$ cat config.mk
export PLATFORM = sky130hd
export DESIGN_NAME = tli_ram
export DESIGN_NICKNAME = d
export VERILOG_FILES = /design/src/rtl/tli_ram.sv
export SDC_FILE = /design/constraint.sdc
export NUM_CORES = 1
export LEC_CHECK = 0
export CELL_PAD_IN_SITES_DETAIL_PLACEMENT = 2
export CELL_PAD_IN_SITES_GLOBAL_PLACEMENT = 2
export CORE_AREA = 3 3 103 105
export CTS_CLUSTER_DIAMETER = 100
export DETAILED_ROUTE_END_ITERATION = 8
export DIE_AREA = 0 0 106 108
export DONT_BUFFER_PORTS = 1
export PLACE_DENSITY_LB_ADDON = 0.1
export SETUP_SLACK_MARGIN = 0.4
export SYNTH_ARGS = -nofsm -noshare
export SYNTH_HDL_FRONTEND = slang
export SYNTH_SLANG_ARGS = --single-unit
$ cat constraint.sdc
create_clock -name clk -period 3.5 [get_ports clk]
set_input_delay 0.35 -clock clk [delete_from_list [all_inputs] [get_ports clk]]
set_output_delay 0.35 -clock clk [all_outputs]
set_load 0.05 [all_outputs]
$ cat src/rtl/tli_ram.sv
module tli_ram #(
  parameter int WIDTH = 8,
  parameter int DEPTH = 16
) (
  input  logic                     clk,
  input  logic                     we,
  input  logic [$clog2(DEPTH)-1:0] waddr,
  input  logic [WIDTH-1:0]         wdata,
  input  logic                     re,
  input  logic [$clog2(DEPTH)-1:0] raddr,
  output logic [WIDTH-1:0]         rdata
);

  logic [WIDTH-1:0] mem [DEPTH];

  always_ff @(posedge clk) begin
    if (we) begin
      mem[waddr] <= wdata;
    end
    if (re) begin
      rdata <= mem[raddr];
    end
  end

endmodule

# == Word level (Yosys, flattened, before mapping) ==
# Memory sizes are Yosys's and may differ from the RTL's. A register that Yosys moved wholly into a read port is not among the register bits.
# Index checks and enable logic that the tools add are counted.
# classes
add_sub_neg,0
mul,0
div,0
order_cmp,0
eq_ne,0
shift,0
mux,2
bitwise_logic,0
reduce_logical,0
# ops
operator,n
$mux W1,2
# word_totals
regBits,0
latch_bits,0
ramBits,128
romBits,0
in_bits,19
n_memories,1
# memory_table
name,words,width,read_ports,rd_clocked_by_memory_dff,write_ports,line_no,source
mem,16,8,1,1,1,14,logic [WIDTH-1:0] mem [DEPTH];

# == Depth between registers and ports, before layout ==
# Gate-level depths: netlist (run 1).
# depth
depth_word,2
depth_mapped,5
ltp_nobuf,3

# == Worst setup path before layout (run 1) ==
# OpenSTA, ideal clock, no wires.
# synth_path
path_type,input -> register
startpoint,input waddr[2]
endpoint,"memory mem[0][0], enable pin"
setup_time_ns,0.383
t_arrival_ns,1.460
t_required_ns,3.117
slack_ns,1.657
cell_stages,2
n_path_buf,0
cell_sequence,or3b_2 > nor3_1
# synth_lines
item,line_no,source
"start, declared",7,"input logic [$clog2(DEPTH)-1:0] waddr,"
"end, declared",14,
# Straight into the memory's write port.

==> results of run 1 <==
[where the power goes]
part | internal (W) | switching, W
registers | 0.00184 | 0.0000405
logic | 0.0000589 | 0.0000806
clock network | 0.000944 | 0.000699
total | 0.00284 | 0.000820
[kinds of logic (layout without fill, tap and decap cells)]
kind of cell / after synthesis / count (layout) / share of synthesized area [%]
AO/OA/AOI/OAI: 16 / 16 / 2.30
buffers and inverters: 10 / 42 / 1.65
flip-flops: 136 / 136 / 78.1
multiplexers: 32 / 32 / 14.8
AND/OR/NAND/NOR: 35 / 35 / 3.14
[path summary, 6_finish.rpt]
kind	depth (start not counted)	endpoint	slack, ps
setup / recovery	3	rdata[7]	1810
hold reg to reg	3	rdata[3]	790
setup reg to reg	3	rdata[7]	1810
hold / removal	1	mem[8][4]	180
[sequential cells by signal (all words and copies together), names as in the netlist]
name,count
mem,128
rdata,8
[repair_timing]
action	4_1_cts	5_1_grt
setup buffers	0	0
hold buffers	9	0
resized for setup	0	0
endpoints found under the hold margin	136	0
[area by class of cell]
| cell class | count | area [sq um] |
|---|---|---|
| clock inverter | 13 | 124 |
| fill | 764 | 3770 |
| clock buffer | 18 | 418 |
| timing repair buffer | 11 | 105 |
| tap | 133 | 166 |
| multi-input combinational | 83 | 1060 |
| sequential | 136 | 4080 |
[worst max-delay path: cells and delay by family, from the launching register on]
kind / cells / cell delay [ps]
simple gates: 1 / 170
flops: 1 / 370
compound gates: 1 / 360
mux: 1 / 510
[per-stage QoR]
| stage | utilization, % | hold WS, ps |
|---|---|---|
| after floorplan | - | 449 |
| after global placement | 54.7 | 450 |
| after detailed placement | 54.7 | 450 |
| after CTS | 61.2 | 164 |
| after global routing | 61.2 | 191 |
| final | 61.2 | 184 |
[layout by cell type (no fill, tap or decap), drive strengths merged, types with 2 or more instances in the layout]
master / instances
nor3: 4
clkbuf: 18
nor2: 13
inv: 3
mux4: 32
clkinvlp: 6
edfxtp: 136
nand2: 9
dlygate4sd3: 9
a22oi: 16
nand3b: 2
clkinv: 3
buf: 2
nand2b: 2
[cell usage after synthesis]
master,instances,area (sq um)
and2_1,1,6.26
nand3b_1,2,15.0
mux4_1,14,368
nand2b_1,2,12.5
nor3_1,4,20.0
nand2_1,9,33.8
a22oi_1,16,120
mux4_2,18,405
buf_4,1,7.51
edfxtp_1,136,4080
or3b_2,1,8.76
clkdlybuf4s25_2,3,30.0
nor2_1,13,48.8
nand3_1,1,5.00
buf_2,3,15.0
nor2b_1,1,6.26
buf_6,3,33.8
and2b_1,1,7.51
[layer usage]
metal  up-vias  track usage, %
met4         0            7.68
met3        15            5.43
met1      1275            34.0
met5         -               0
met2        93            38.2
li1       1021               -
==> summary.md, run 1 <==
| Metric | Value |
|---|---|
| Run status | `finished clean` |
| RSZ-0062 raised after global routing | `false` |
| Placed Cells | `354` |
| Worst EP required | `3740 ps` |
| Core area | `roughly 0.0097 sq mm` |
| Crit-path max cell delay | `about 500 ps` |
| WL/cell | `31.5 microns` |
| Number of diodes | `0` |
| CP Launch Type | `flip-flop` |
| Count of final setup violators | `0` |
| Startpoint of the worst hold path | `waddr[0]` |
| Drt first pass iters | `4` |
| Post-DP HPWL | `just under 8000 microns` |
| Residual DRC | `0` |
| Initial Utilization | `53.7%` |
| TritonCTS clock tree | `done` |
| Count of input and output buffers | `0` |
| Remaining Overflow, GRT | `0` |
| Layout cells sized above 1 | `19.5%` |
| Area of placed instances | `roughly 0.0053 sq mm` |
| Row count | `36` |
| First-pass GRT wire length | `18600 microns` |
| Crit share post-route | `48.4%` |
| Place WS | `1380 ps` |
| # H-tree levels | `4` |
| Fmax | `591 MHz` |
| Syn Std Cell Area | `~0.0052 sq mm` |
| DRT Wirelength | `12400 microns` |
| Highest routed layer | `met4` |
| WL met2 | `6090 microns` |
| Worst vdd ir | `0.381 mV` |
| Power density over the cells | `615 mW/mm^2` |
| DRT iter0 DRCs | `312` |
| Io pins | `27` |
| Mean area per synthesized cell | `22.8 sq um` |
| CP max-delay cell | `mux4_2` |
| DRT antenna net count | `0` |
| Max-slew violations | `0` |
| Post-synth cell types | `18` |
| Synth warn | `0` |
| Synth Instances | `between 200 and 250` |
| Die height | `108 microns` |
| Vias | `2404` |
| Cell Count, Final, Fillers Out | `between 300 and 400` |
| Vias per cell | `6.10` |
| Syn Nets | `248` |
| Routed wl met3 | `roughly 620 microns` |
| Placer Congestion | `approximately 0.76` |
| Final Net Count | `approximately 270` |
| Clk_lat worst skew | `520 ps` |
| Worst-path maximum fanout | `1` |
| Worst r2r src | `mem[2][7]` |
| CTS max path bufs | `2` |
| WL met1 | `5550 microns` |
| Cell Chain, Critical Path | `mux4_2 -> a22oi_1 -> nand2_1` |
| Via count of the first global-routing pass | `2640` |
| Slew Limit Headroom | `18.5%` |
| Slew @ Worst Pin | `1210 ps` |
| Total of max-cap violations | `0` |
| Clock sink count | `approximately 140` |
| Critical path origin | `mem[2][7]` |
| Post-Layout Inst Area | `between 0.005 and 0.006 sq mm` |
| Register area share after synthesis | `approximately four fifths` |
| Die width | `106 microns` |
| Crit end category | `flip-flop` |
| Area delta synth->final | `13.9%` |
| Setup ws final | `1810 ps` |
| Die area | `0.0114 sq mm` |
| Kind of critical path | `reg2reg` |
| Antenna violations before repair | `0` |
| CTS clk-pin slew, worst paths | `60 ps` |
| Worst Skew | `11.9 ps` |
| Leakage power | `between 1.5 and 2 nW` |
| Hold crit path type | `in2reg` |
| Pwr Total | `0.00366 W` |
| CP arrival | `1930 ps` |
| Pin count of the biggest net entering global routing | `33` |
| Min Tclk post-route | `1690 ps` |
| Clock buffer count from CTS | `17` |
| Gr usage total | `24.1%` |
| #FFs+latches synth | `136` |
| Root Driver | `clkbuf_8` |
| Fin. Hold Viols | `0` |
| Post-route setup TNS | `0 ps` |
Power figures use the tool's default switching activity.
==> inputs of run 2 (changes only) <==
- CORE_AREA: 3 3 103 105 -> 3 3 107 109
- DIE_AREA: 0 0 106 108 -> 0 0 110 112
- clock period: 3.5 -> 1.6 ns (I/O delays scaled with it)
==> summary.md, run 2 (synthesis gave the netlist of run 1 again) <==
| Metric | Value |
|---|---|
| Startpoint of the worst hold path | `waddr[3]` |
| Worst-path maximum fanout | `1` |
| Largest regs | `mem x128, rdata x8` |
| Clock sink count | `roughly 140` |
| WL/cell | `33.0 microns` |
| Via count of the first global-routing pass | `~2900` |
| Gr usage total | `24.7%` |
| Area of placed instances | `0.00542 sq mm` |
| Run status | `finished, violations left` |
| Residual DRC | `0` |
| DRT antenna net count | `0` |
| CTS max path bufs | `2` |
| Reg2Reg Setup Slack | `-10 ps` |
| Slew @ Worst Pin | `756 ps` |
| Filler cell count | `862` |
| Die area | `0.0123 sq mm` |
| Vias per cell | `6.04` |
| Io pins | `27` |
| # H-tree levels | `4` |
| Setup ws final | `-14.0 ps` |
| CTS clk-pin slew, worst paths | `around 80 ps` |
| Hold EP | `mem[0][3]` |
| Number of diodes | `0` |
| Pwr Total | `between 0.008 and 0.009 W` |
| FF-to-FF path depth | `3` |
| CP delay by family, top | `flip-flops` |
| Commonest non-fill, non-tap cell in the layout | `edfxtp_1` |
| Most frequent cells in the layout | `edfxtp_1, mux4_2, clkbuf_16, a22oi_1, buf_4` |
| Hold crit path type | `in2reg` |
| Crit-path max cell delay | `530 ps` |
| CP max-delay cell | `edfxtp_1` |
| Leakage power | `1.97 nW` |
| DRT iter0 DRCs | `281` |
| Clock buffer count from CTS | `17` |
| Fmax | `about 620 MHz` |
| Area delta synth->final | `17.3%` |
| Worst EP required | `1870 ps` |
| DRT Wirelength | `13700 microns` |
| CP Launch Type | `flip-flop` |
| Remaining Overflow, GRT | `0` |
| Layout cells sized above 1 | `30.0%` |
| CP arrival | `1880 ps` |
| Power density over the cells | `1390 mW/mm^2` |
| Die height | `between 100 and 150 microns` |
| Root Driver | `clkbuf_8` |
| Die width | `110 microns` |
| Reg2Reg Capture Point | `rdata[6]` |
| Worst r2r src | `mem[4][6]` |
| Pin count of the biggest net entering global routing | `33` |
| Vias | `2519` |
| Largest register FFs | `128` |
| Failing checks | `negative setup slack` |
| Max-slew violations | `0` |
| RSZ-0062 raised after global routing | `true` |
| Count of input and output buffers | `0` |
| Worst vdd ir | `1.25 mV` |
| Clk_lat worst skew | `550 ps` |
| Crit end category | `flip-flop` |
| Post-CTS setup repair buffer count | `0` |
| Worst Skew | `21.3 ps` |
| Post-Layout Inst Area | `0.00613 sq mm` |
| Total of max-cap violations | `0` |
| Post-DP HPWL | `around 8000 microns` |
| Hold Crit Depth | `2` |
| Initial Utilization | `48.9%` |
| Fin. Hold Viols | `0` |
| First-pass GRT wire length | `20100 microns` |
| Placer Congestion | `0.712` |
| Antenna violations before repair | `2` |
| Row count | `38` |
| Slew Limit Headroom | `49.4%` |
| Cell Chain, Critical Path | `mux4_2 -> a22oi_2 -> nand2_1` |
| Final Net Count | `around 280` |
| Core area | `0.0107 sq mm` |
| Drt first pass iters | `4` |
| Largest reg by FF count | `mem` |
| Crit share post-route | `101%` |
| Kind of critical path | `reg2reg` |
| Count of final setup violators | `1` |
| WP buf/inv | `0` |
| TritonCTS clock tree | `done` |
| Min Tclk post-route | `1610 ps` |
## run 2: cell types whose count changed in the layout (fill, tap and decap cells not counted), sizes merged
cell,change
bufinv,+3
inv,-3
dlygate4sd3,+2
clkbuf,+1
clkinvlp,-4
clkinv,+4
buf,+13
## run 2: power by group
group          internal [W]  switching [W]  total [W]
combinational      0.000147       0.000182   0.000329
sequential          0.00402      0.0000964    0.00411
clock               0.00252        0.00154    0.00406
## run 2: worst max-delay path by stage
stage | startpoint | end | cells past startpoint
finish | mem[4][6] | rdata[6] | 3
floorplan | raddr[0] | rdata[1] | 5
global placement | mem[11][7] | rdata[7] | 3
CTS | mem[4][6] | rdata[6] | 3
global route | mem[4][6] | rdata[6] | 3
detailed placement | mem[0][0] | rdata[0] | 3
## run 2: cell type report
cell class              count  area (sq um)  share of cell area [%]
well taps                 140           175                    2.86
flip-flops and latches    136          4080                    66.6
repair buffers             26           223                    3.63
multi-input cells          83          1050                    17.1
clock inverters            13           179                    2.92
clock buffers              19           422                    6.88
## run 2: through the flow
stage / TNS (ps) / util [%] / hold slack (ps) / worst slack, ps / cells
2_1_floorplan: 0 / - / 259 / 240 / 229
3_3_place_gp: 0 / 50.6 / 260 / 162 / 374
3_5_place_dp: 0 / 50.6 / 260 / 24.4 / 374
4_1_cts: -31.5 / 57.3 / 26.1 / -30.0 / 417
5_1_grt: -125 / 57.3 / 54.5 / -78.2 / 417
6_report: -14.0 / 57.3 / 68.0 / -14.0 / 417
## run 2: repair_timing
item	in CTS	in global routing
endpoints found under the setup margin	16	16
hold endpoints to repair	158	0
gates resized for setup	1	0
hold buffers	11	0
## run 2: routing by layer
metal | GRT usage [%] | vias to the layer above | share of wire (%)
met2 | 39.5 | 90 | 51
met3 | 8.46 | 31 | 5.9
met5 | 0 | - | 0.17
li1 | - | 1039 | -
met4 | 10.9 | 4 | 3.0
met1 | 30.3 | 1355 | 39
